===== src/hw/rtl/mag_pkg.sv =====
// Package for the masked AND gadget: field widths and constants.
// No dependencies.
package mag_pkg;

    localparam int unsigned BYTE_W         = 8;
    localparam int unsigned FIELD_BYTES    = 3;
    localparam int unsigned FIELD_BITS     = BYTE_W * FIELD_BYTES;
    localparam int unsigned SHARES_DEFAULT = 3;

    // Random byte masks: upper nibble only, or the whole byte
    localparam logic [BYTE_W-1:0] NIBBLE_KEEP = 8'hf0;
    localparam logic [BYTE_W-1:0] FULL_KEEP   = 8'hff;

    typedef logic [FIELD_BITS-1:0] field_t;

endpackage


===== src/hw/rtl/masked_and_gadget.sv =====
// Top level of the ISW-style Boolean-masked AND gadget, bitsliced bytes.
// Depends on mag_pkg.
//
//  channel  | handshake                    | payload
//  ---------+------------------------------+---------------------------------
//  item     | item_valid / item_stall      | x_shares, y_shares, random_bytes
//  result   | result_valid / result_stall  | z_shares
//  config   | cfg_write_en (no wait)       | cfg_write_data (half_width_mode)
//
// An item taken on the item channel enters the item register, then passes
// through the gadget logic into the result register, raising result_valid.
// One transaction per clock is sustained while result_stall is low; a single
// pass of AND/XOR logic lies between the two registers.
// Reset (rst_n low, asynchronous) empties both stages and clears
// half_width_mode. A result stall holds the result register; the item
// register still fills, so item_stall rises only once both stages are full.
module masked_and_gadget #(
    parameter int unsigned SHARES = mag_pkg::SHARES_DEFAULT
) (
    input  logic           clk,
    input  logic           rst_n,
    // configuration
    input  logic           cfg_write_en,
    input  logic           cfg_write_data,
    // item channel
    input  logic           item_valid,
    output logic           item_stall,
    input  mag_pkg::field_t x_shares,
    input  mag_pkg::field_t y_shares,
    input  mag_pkg::field_t random_bytes,
    // result channel
    output logic           result_valid,
    input  logic           result_stall,
    output mag_pkg::field_t z_shares
);

    localparam int unsigned BW        = mag_pkg::BYTE_W;
    localparam int unsigned PAIRS     = SHARES * (SHARES - 1) / 2;
    localparam int unsigned MAX_SP    = (SHARES > PAIRS) ? SHARES : PAIRS;
    // Padded working width: bytes beyond a field read as zero
    localparam int unsigned PAD_BYTES =
        (MAX_SP > mag_pkg::FIELD_BYTES) ? MAX_SP : mag_pkg::FIELD_BYTES;
    localparam int unsigned PAD_BITS  = BW * PAD_BYTES;

    logic            half_width_mode_reg;
    logic            item_valid_reg, item_valid_next;
    logic            result_valid_reg, result_valid_next;
    mag_pkg::field_t x_reg, y_reg, r_reg;
    mag_pkg::field_t z_reg, z_next;

    logic            result_adv;   // result register may load
    logic            item_adv;     // item register may load

    logic [PAD_BITS-1:0] x_pad, y_pad, r_pad, z_pad;
    logic [BW-1:0]       r_keep;

    // ------------------------------------------------------------------
    // Handshake: two-stage pipeline, each stage loads when it is empty or
    // its contents move on in the same cycle.
    // ------------------------------------------------------------------
    assign result_adv = !result_valid_reg || !result_stall;
    assign item_adv   = !item_valid_reg || result_adv;
    assign item_stall = !item_adv;

    assign item_valid_next   = item_adv ? item_valid : item_valid_reg;
    assign result_valid_next = result_adv ? item_valid_reg : result_valid_reg;

    always_ff @(posedge clk or negedge rst_n)
    begin
        if (!rst_n)
        begin
            half_width_mode_reg <= 1'b0;
            item_valid_reg      <= 1'b0;
            result_valid_reg    <= 1'b0;
        end
        else
        begin
            if (cfg_write_en)
            begin
                half_width_mode_reg <= cfg_write_data;
            end
            item_valid_reg   <= item_valid_next;
            result_valid_reg <= result_valid_next;
        end
    end

    // Payload registers, no reset
    always_ff @(posedge clk)
    begin
        if (item_adv && item_valid)
        begin
            x_reg <= x_shares;
            y_reg <= y_shares;
            r_reg <= random_bytes;
        end
        if (result_adv && item_valid_reg)
        begin
            z_reg <= z_next;
        end
    end

    // ------------------------------------------------------------------
    // Gadget: z_i = x_i&y_i ^ sum over pairs of r_ij ^ cross products.
    // Pairs (i,j), i<j, take random bytes in i-outer, j-inner order; r_ij
    // goes into z_i with the cross terms and alone into z_j.
    // ------------------------------------------------------------------
    assign r_keep = half_width_mode_reg ? mag_pkg::NIBBLE_KEEP : mag_pkg::FULL_KEEP;

    always_comb
    begin
        int unsigned   p;
        logic [BW-1:0] rb;
        x_pad = PAD_BITS'(x_reg);
        y_pad = PAD_BITS'(y_reg);
        r_pad = PAD_BITS'(r_reg);
        z_pad = '0;
        p     = 0;
        rb    = '0;
        for (int unsigned i = 0; i < SHARES; i++)
        begin
            z_pad[BW*i +: BW] = x_pad[BW*i +: BW] & y_pad[BW*i +: BW];
        end
        for (int unsigned i = 0; i < SHARES; i++)
        begin
            for (int unsigned j = i + 1; j < SHARES; j++)
            begin
                rb = r_pad[BW*p +: BW] & r_keep;
                z_pad[BW*i +: BW] = z_pad[BW*i +: BW] ^ rb
                                  ^ (x_pad[BW*i +: BW] & y_pad[BW*j +: BW])
                                  ^ (x_pad[BW*j +: BW] & y_pad[BW*i +: BW]);
                z_pad[BW*j +: BW] = z_pad[BW*j +: BW] ^ rb;
                p = p + 1;
            end
        end
        // shares beyond the field are dropped
        z_next = z_pad[mag_pkg::FIELD_BITS-1:0];
    end

    assign result_valid = result_valid_reg;
    assign z_shares     = z_reg;

endmodule


===== config.mk =====
export PLATFORM = sky130hd
export DESIGN_NAME = masked_and_gadget
export DESIGN_NICKNAME = d
export VERILOG_FILES = /design/src/hw/rtl/mag_pkg.sv /design/src/hw/rtl/masked_and_gadget.sv
export SDC_FILE = /design/constraint.sdc
export NUM_CORES = 1
export LEC_CHECK = 0
export ABC_AREA = 1
export BUFFER_PORTS_ARGS = -buffer_cell sky130_fd_sc_hd__buf_2
export CAP_MARGIN = 20
export CORE_MARGIN = 1.5
export CORE_UTILIZATION = 28
export CTS_CLUSTER_DIAMETER = 100
export DETAILED_ROUTE_END_ITERATION = 12
export MAX_ROUTING_LAYER = met4
export PLACE_DENSITY = 0.51
export RECOVER_POWER = 100
export SYNTH_ARGS = -nofsm -noshare
export SYNTH_HDL_FRONTEND = slang
export SYNTH_SLANG_ARGS = --single-unit

===== constraint.sdc =====
create_clock -name clk -period 3.35 [get_ports clk]
set_clock_uncertainty 0.2 [all_clocks]
set_input_delay 0.1675 -clock clk [delete_from_list [all_inputs] [get_ports clk]]
set_output_delay 0.1675 -clock clk [all_outputs]
set_load 0.01 [all_outputs]

# Word level (Yosys, flattened, before mapping)
# Cells that the tools add are included.
dict set report totals {
  register_bits 99
  inputBits 78
  output_inout_bits 26
  wordCells 40
}
dict set report classes {
  n_mux 1
  bitwise 24
  n_reduce_logical 8
}
# op count
set op_table {}
lappend op_table {{$and A8 B8 Y8} 12}
lappend op_table {{$xor A8 B8 Y8} 12}
lappend op_table {{$logic_not A1 Y1} 4}
lappend op_table {{$mux W4} 1}
lappend op_table {{$logic_and A1 B1 Y1} 2}
lappend op_table {{$logic_or A1 B1 Y1} 2}

# Depth between registers and ports, before layout
# Gate-level depths: netlist of run 1.
dict set report depth {
  ltp_word 8
  depth_mapped 9
  mapped_depth_nobuf 8
}

# Worst setup path after synthesis of run 1
# Ideal clock, no wire load.
dict set report synth_timing {
  path_type {register -> register}
  from {reg result_valid_reg (netlist: result_valid)}
  to {reg r_reg[0] (netlist: r_pad[0]), enable pin}
  setup_time_ns 0.426
  arrival_ns 2.104
  required_ns 2.724
  path_slack_ns 0.620
  stages_incl_launch_ff 6
  n_path_buf 0
  period_less_slack_ns 2.730
  cell_sequence {dfrtp_1 nand2_1 nor2_1 inv_1 nand2_1 inv_1}
}
dict set report synth_via {
  elab_chain_len 4
}
# element line_no
set synth_rtl {}
lappend synth_rtl {{start, declared} masked_and_gadget.sv:47} ;# logic result_valid_reg, result_valid_next;
lappend synth_rtl {{start signal, assigned} masked_and_gadget.sv:83} ;# result_valid_reg <= result_valid_next;
lappend synth_rtl {{$logic_not A1 Y1} masked_and_gadget.sv:61} ;# assign result_adv = !result_valid_reg || !result_stall;
lappend synth_rtl {{$logic_or A1 B1 Y1} masked_and_gadget.sv:61}
lappend synth_rtl {{$logic_or A1 B1 Y1} masked_and_gadget.sv:62} ;# assign item_adv = !item_valid_reg || result_adv;
lappend synth_rtl {{$logic_and A1 B1 Y1} masked_and_gadget.sv:90} ;# if (item_adv && item_valid)
lappend synth_rtl {{end signal, assigned} masked_and_gadget.sv:94} ;# r_reg <= random_bytes;
lappend synth_rtl {{end, declared} masked_and_gadget.sv:48} ;# mag_pkg::field_t x_reg, y_reg, r_reg;
# Every way passes these cells.
# A chain may end at the register's enable or synchronous reset.

# Final worst setup path of run 1
dict set report layout_timing {
  from {in result_stall}
  to {reg x_reg[5] (netlist: x_pad[5]), enable pin}
}
dict set report layout_via {
  elab_chain_len 4
}
# element line_no
set layout_rtl {}
lappend layout_rtl {{start, declared} masked_and_gadget.sv:33} ;# input logic result_stall,
lappend layout_rtl {{$logic_not A1 Y1} masked_and_gadget.sv:61}
lappend layout_rtl {{$logic_or A1 B1 Y1} masked_and_gadget.sv:61}
lappend layout_rtl {{$logic_or A1 B1 Y1} masked_and_gadget.sv:62}
lappend layout_rtl {{$logic_and A1 B1 Y1} masked_and_gadget.sv:90}
lappend layout_rtl {{end signal, assigned} masked_and_gadget.sv:92} ;# x_reg <= x_shares;
lappend layout_rtl {{end, declared} masked_and_gadget.sv:48}
# Every way passes these cells.

==> results.ini, run 1 <==
[status]
status = finished with violations
violations = capacitance limit, slew limit

[synthesis]
postSynthNetCount = 585
synth-async-reset-ratio_pct = 3.03
synth_top_area_share_pct = 60.9
yosys_register_bits = 99
synth_cells = 507
syn_area_mm2 = 0.00474
ys_top_cells_by_area = edfxtp_1, nand2_1, inv_1, nand3_1, xor2_1
yosysMostFrequentCell = nand2_1
synth_edf_count = 96
synthDistinctLibCells = 17
ys_top_cells_by_count = nand2_1, edfxtp_1, inv_1, nand3_1, nor2_1
yosysTopAreaCell = edfxtp_1
synth_warnings = 0
synth.avg_cell_area_um2 = 9.34
yosys_most_used_dff = edfxtp_1
ys_seq_area_share_pct = 62.4

[power]
clock_power_share_pct = 34.5
switching_share_pct = 25.3
power_frac_comb_pct = 16.0
seq_power_share_pct = 49.5
p_leak_nw = 3.09
irDropWorstVdd_v = 0.000222
p_sw_w = 0.000809
pwr_density_cell_mw_per_mm2 = 486
p_int_w = 0.00239
power_w = 0.00320

[sta]
finalHoldViolCount = 0
tns_ns = 0
relSlewSlack_pct = -14.8
tightest_slew_ns = 1.72
period_share_pct = 72.5
final.min_clock_period_ns = 2.43
maxSlewViolCount = 25
finalSetupViolCount = 0
timing.hold.ws_ns = 0.273
fin_ws_ns = 0.923
max_freq_mhz = 412
rsz0062_at_grt = false

[die]
core_mm2 = 0.0166
die_h_um = 133
ios = 104
die_x_um = 133
die_area_mm2 = 0.0177
start_util_pct = 28.6
row_count = 47

[clocking]
insertion_delay_ns = 0.34
cts_tree = yes
cts_sinks = 99
path_clk_slew_ns = 0.07
cts_max_level = 3
cts_buffers = 9
cts_resized = 0
root_buffer = clkbuf_16
clockBufferDepth = 2

[routing]
dr.pass1.iters = 4
drcViolationCount = 0
ant_nets = 0
wirelength_mm = 10.1
routedWlPerCell_um = 10.9
drt_iter0_markers = 106
viasPerCell = 4.03
num_vias = 3725

[grt]
grt_pass1_wl_mm = 16.4
gr-total-overflow = 0
grt_max_degree = 49
grt_usage_pct = 12.3
grt_pass1_vias = 3704
antenna_found_initial = 1

[worst_setup_path]
critPathKind = input pin to flop
reg2reg_from = result_valid
critical_path.startpoint_type = input pin
cp-end-kind = flop
worst_ep_required_time_ns = 3.17
cp-startpoint = result_stall
path_max_fanout = 48
crit_arrival_ns = 2.25

[hold_path]
min_from = item_valid_reg
worst_hold_path_type = flop to flop

[place]
numPortBuffers = 103
place_congestion = 0.836
dp_worst_setup_slack_ns = 1.28
dp.final_hpwl_mm = 6.95

[run]
maxCapViolCount = 1

[cells_and_area]
drive_above_1_share_pct = 12.6
utilization_pct = 39.7
nFillCells = 1656
area.growth.synth_to_final_pct = 39.1
layout.nets = 777

worst max-delay path, cell delays in order:
cell and delay (ns):
dlygate4sd3_1 0.54, clkbuf_1 0.12, nand2_1 0.08, nor2_1 0.06, inv_1 0.07, nand2_1 0.06, inv_1 0.78, buf_12 0.36
layer usage:
layer / global-route usage (%) / share of wire (%)
met2: 20.5 / 48
met3: 3.60 / 5.6
met1: 13.9 / 44
met4: 5.01 / 1.7
met5: - / 0
final cells by class:
type	count	area, µm²	share of cell area (%)
Sequential cell	99	2960	44.9
Antenna cell	1	2.50	0.0380
Inverter	78	293	4.44
Clock buffer	9	225	3.42
Tap cell	220	275	4.18
Timing Repair Buffer	183	1280	19.4
Multi-Input combinational cell	328	1460	22.2
Clock inverter	7	92.6	1.41
placed cells by master (no fill, tap or decap):
cell / count
diode_2: 1
clkinv_2: 2
inv_1: 78
clkbuf_1: 37
xnor2_1: 12
clkinvlp_4: 3
nand3_1: 42
bufinv_16: 2
dfrtp_1: 3
a21oi_2: 1
nand2_4: 1
buf_12: 1
dlygate4sd3_1: 79
xor2_1: 16
or2_2: 2
clkbuf_16: 9
clkbuf_2: 2
nand2_2: 2
nand4_1: 4
nor2_1: 33
buf_2: 64
o21ai_0: 1
nand2b_1: 2
edfxtp_1: 96
nand2_1: 212
what timing repair did:
item / 4_1_cts / 5_1_grt
endpoints found under the setup margin: 0 / 0
setup buffers: 0 / 0
hold buffers: 79 / 0
endpoints found under the hold margin: 78 / 0
worst paths after layout:
check | to | slack, ns | cells after the start
setup / recovery | x_pad[5] | 0.92 | 8
hold / removal | result_valid | 0.27 | 2
setup reg to reg | x_pad[5] | 0.97 | 6
hold reg to reg | result_valid | 0.27 | 2
max in group asynchronous | half_width_mode_reg | 2.28 | 3
min in group asynchronous | result_valid | 0.52 | 3
stage by stage:
step | area [µm²] | std cells
2_1_floorplan | 4740 | 507
3_3_place_gp | 5540 | 829
3_5_place_dp | 5540 | 829
4_1_cts | 6650 | 924
5_1_grt | 6590 | 925
6_report | 6590 | 925
logic make-up after synthesis:
group	synth area share, %
DFF	62.4
xor gates and xnor gates	5.18
AOI/OAI and AO/OA	0.211
buffers and inverters	6.66
and+or+nand+nor	25.5
power groups by stage:
| stage | combinational, W | sequential [W] | clock [W] |
|---|---|---|---|
| floorplan | 0.000282 | 0.00162 | 0 |
| global placement | 0.000449 | 0.00161 | 0 |
| detailed placement | 0.000460 | 0.00161 | 0 |
| CTS | 0.000533 | 0.00158 | 0.00114 |
| global route | 0.000582 | 0.00160 | 0.00119 |
| finish | 0.000513 | 0.00158 | 0.00110 |
No activity file was read; power rests on OpenSTA's default activity.
==> run 2: changes to the inputs <==
--- a/config.mk
+++ b/config.mk
@@ -5,7 +5,7 @@
 export SDC_FILE = /design/constraint.sdc
 export NUM_CORES = 1
 export LEC_CHECK = 0
-export ABC_AREA = 1
+export ABC_AREA = 0
 export BUFFER_PORTS_ARGS = -buffer_cell sky130_fd_sc_hd__buf_2
 export CAP_MARGIN = 20
 export CORE_MARGIN = 1.5
@@ -13,7 +13,7 @@
 export CTS_CLUSTER_DIAMETER = 100
 export DETAILED_ROUTE_END_ITERATION = 12
 export MAX_ROUTING_LAYER = met4
-export PLACE_DENSITY = 0.51
+export PLACE_DENSITY = 0.52
 export RECOVER_POWER = 100
 export SYNTH_ARGS = -nofsm -noshare
 export SYNTH_HDL_FRONTEND = slang
==> constraint.sdc (replaced) <==
create_clock -name clk -period 2.3 [get_ports clk]
set_clock_uncertainty 0.2 [all_clocks]
set_input_delay 0.115 -clock clk [delete_from_list [all_inputs] [get_ports clk]]
set_output_delay 0.115 -clock clk [all_outputs]
set_load 0.01 [all_outputs]
==> run 2 against run 1 <==
Net effect: sequential share of layout area grew 5.5 points; hold slack gained 0.0051 ns; count of clock-buffer cells in the layout grew 1; utilization grew 2.1 points; the run now ends clean; flip-flop and latch count is the same; critical endpoint is now y_pad[11].
==> results.ini, run 2 <==
[synthesis]
yosys_most_used_dff = edfxtp_1
yosysMostFrequentCell = edfxtp_1
postSynthNetCount = 336
synth-async-reset-ratio_pct = 3.03
synth_warnings = 0
synth_top_area_share_pct = 70.6
ys_top_cells_by_area = edfxtp_1, xnor2_1, xor2_1, dfrtp_1, nand2_1
synth.avg_cell_area_um2 = 15.8
syn_area_mm2 = 0.00408
yosysTopAreaCell = edfxtp_1
synthDistinctLibCells = 21
ys_top_cells_by_count = edfxtp_1, xnor2_1, nand2_1, nor2_1, xor2_1
synth_cells = 258
yosys_register_bits = 99
synth_edf_count = 96
ys_seq_area_share_pct = 72.5

[power]
pwr_density_cell_mw_per_mm2 = 731
irDropWorstVdd_v = 0.000315
p_leak_nw = 2.12

[clocking]
cts_tree = yes
cts_resized = 0
insertion_delay_ns = 0.34
cts_buffers = 9
clockBufferDepth = 2
cts_max_level = 3
root_buffer = clkbuf_16
cts_sinks = 99
cts_hold_buf = 79
cts_setup_buffers = 0
path_clk_slew_ns = 0.06

[worst_setup_path]
worst_ep_required_time_ns = 2.08
critical_path.startpoint_type = flop
path_max_fanout = 36
critPathKind = flop to flop
slowest_stage = clkbuf_4
reg2reg_from = result_valid
cp-startpoint = result_valid
cp-end-kind = flop
path_cells = nand3_1 -> and2_0 -> clkbuf_4
max_stage_delay_ns = 0.47
crit_arrival_ns = 1.61

[run]
maxCapViolCount = 0

[die]
die_x_um = 124
die_h_um = 124
ios = 104
die_area_mm2 = 0.0153
start_util_pct = 29.1
core_mm2 = 0.0140
row_count = 43

[routing]
drt_iter0_markers = 76
routedWlPerCell_um = 11.9
ant_nets = 0
num_vias = 2531
dr.pass1.iters = 4
wirelength_mm = 7.58
viasPerCell = 3.97
drcViolationCount = 0

[sta]
final.min_clock_period_ns = 1.83
maxSlewViolCount = 0
finalHoldViolCount = 0
rsz0062_at_grt = false
tns_ns = 0
max_freq_mhz = 548
relSlewSlack_pct = 51.2
finalSetupViolCount = 0
period_share_pct = 79.4
tightest_slew_ns = 0.732
timing.hold.ws_ns = 0.278

[cells_and_area]
antenna_cells = 0
drive_above_1_share_pct = 18.8
mostFrequentLayoutCell = edfxtp_1
final_cell_mix = edfxtp_1, dlygate4sd3_1, xnor2_1, buf_2, clkbuf_1
area.growth.synth_to_final_pct = 43.8
layout.nets = 531

[grt]
gr-total-overflow = 0
antenna_found_initial = 0
grt_max_degree = 37
grt_usage_pct = 10.9
grt_pass1_vias = 2599
grt_pass1_wl_mm = 11.8

[place]
place_congestion = 0.730
dp.final_hpwl_mm = 5.18
numPortBuffers = 103

[hold_path]
worst_hold_path_type = input pin to flop
min_from = x_shares[21]

[status]
status = finished clean

-- run 2: changes by cell type after synthesis, moves of 8 or more --
cell,delta
nand2_1,-191
inv_1,-75
xnor2_1,+56
nand3_1,-39
nor2_1,-19
nor2b_1,+8
-- run 2: power by group --
part / total, W / switching (W) / internal [W] / leakage [nW]
registers: 0.00227 / 0.0000894 / 0.00218 / 0.956
logic: 0.000596 / 0.000263 / 0.000333 / 1.03
clock network: 0.00142 / 0.000597 / 0.000822 / 0.132
total: 0.00429 / 0.000949 / 0.00334 / 2.12
-- run 2: kinds of logic (layout without fill, tap and decap cells) --
| group | Yosys count | count (layout) | share of synthesized area [%] |
|---|---|---|---|
| AOI/OAI and AO/OA | 16 | 16 | 2.51 |
| xor gates and xnor gates | 81 | 81 | 17.4 |
| buffers and inverters | 3 | 202 | 0.307 |
| DFF | 99 | 99 | 72.5 |
| muxes | 1 | 1 | 0.276 |
| and+or+nand+nor | 58 | 58 | 7.05 |
-- run 2: worst paths after layout --
check / cells after the start / slack (ns) / to
max: 3 / 0.47 / y_pad[11]
min: 2 / 0.28 / x_pad[21]
max reg2reg: 3 / 0.47 / y_pad[11]
min reg2reg: 1 / 0.29 / result_valid
max in group asynchronous: 3 / 1.28 / item_valid_reg
min in group asynchronous: 3 / 0.47 / half_width_mode_reg
-- run 2: through the flow --
step / power [W] / util (%) / instance area, µm² / setup WS (ns) / std cells
after detailed placement: 0.00284 / 34.6 / 4850 / 0.545 / 543
after CTS: 0.00438 / 42.1 / 5920 / 0.532 / 637
final: 0.00429 / 41.8 / 5870 / 0.474 / 637
after global routing: 0.00450 / 41.8 / 5870 / 0.340 / 637
after global placement: 0.00282 / 34.6 / 4850 / 0.604 / 543
after floorplan: 0.00263 / - / 4080 / 0.0475 / 258
-- run 2: worst max-delay path, delay by kind of cell, from the launching register on --
kind / cells / cell delay [ns]
DFF: 1 / 0.44
and+or+nand+nor: 2 / 0.35
buffers and inverters: 1 / 0.47
-- run 2: cell type report --
| cell class | count | area, µm² |
|---|---|---|
| Timing Repair Buffer | 185 | 1280 |
| Clock inverter | 5 | 45.0 |
| Tap cell | 180 | 225 |
| Fill cell | 1298 | 8170 |
| Multi-Input combinational cell | 156 | 1120 |
| Clock buffer | 10 | 229 |
| Sequential cell | 99 | 2960 |
| Inverter | 2 | 7.51 |
-- run 2: layer usage --
| layer | part of all wire [%] | up-vias | track usage, % |
|---|---|---|---|
| met5 | 0 | - | - |
| met4 | 2.4 | 0 | 6.25 |
| met3 | 6.9 | 11 | 3.21 |
| met2 | 47 | 73 | 17.5 |
| met1 | 44 | 1149 | 12.1 |
| li1 | - | 1298 | - |
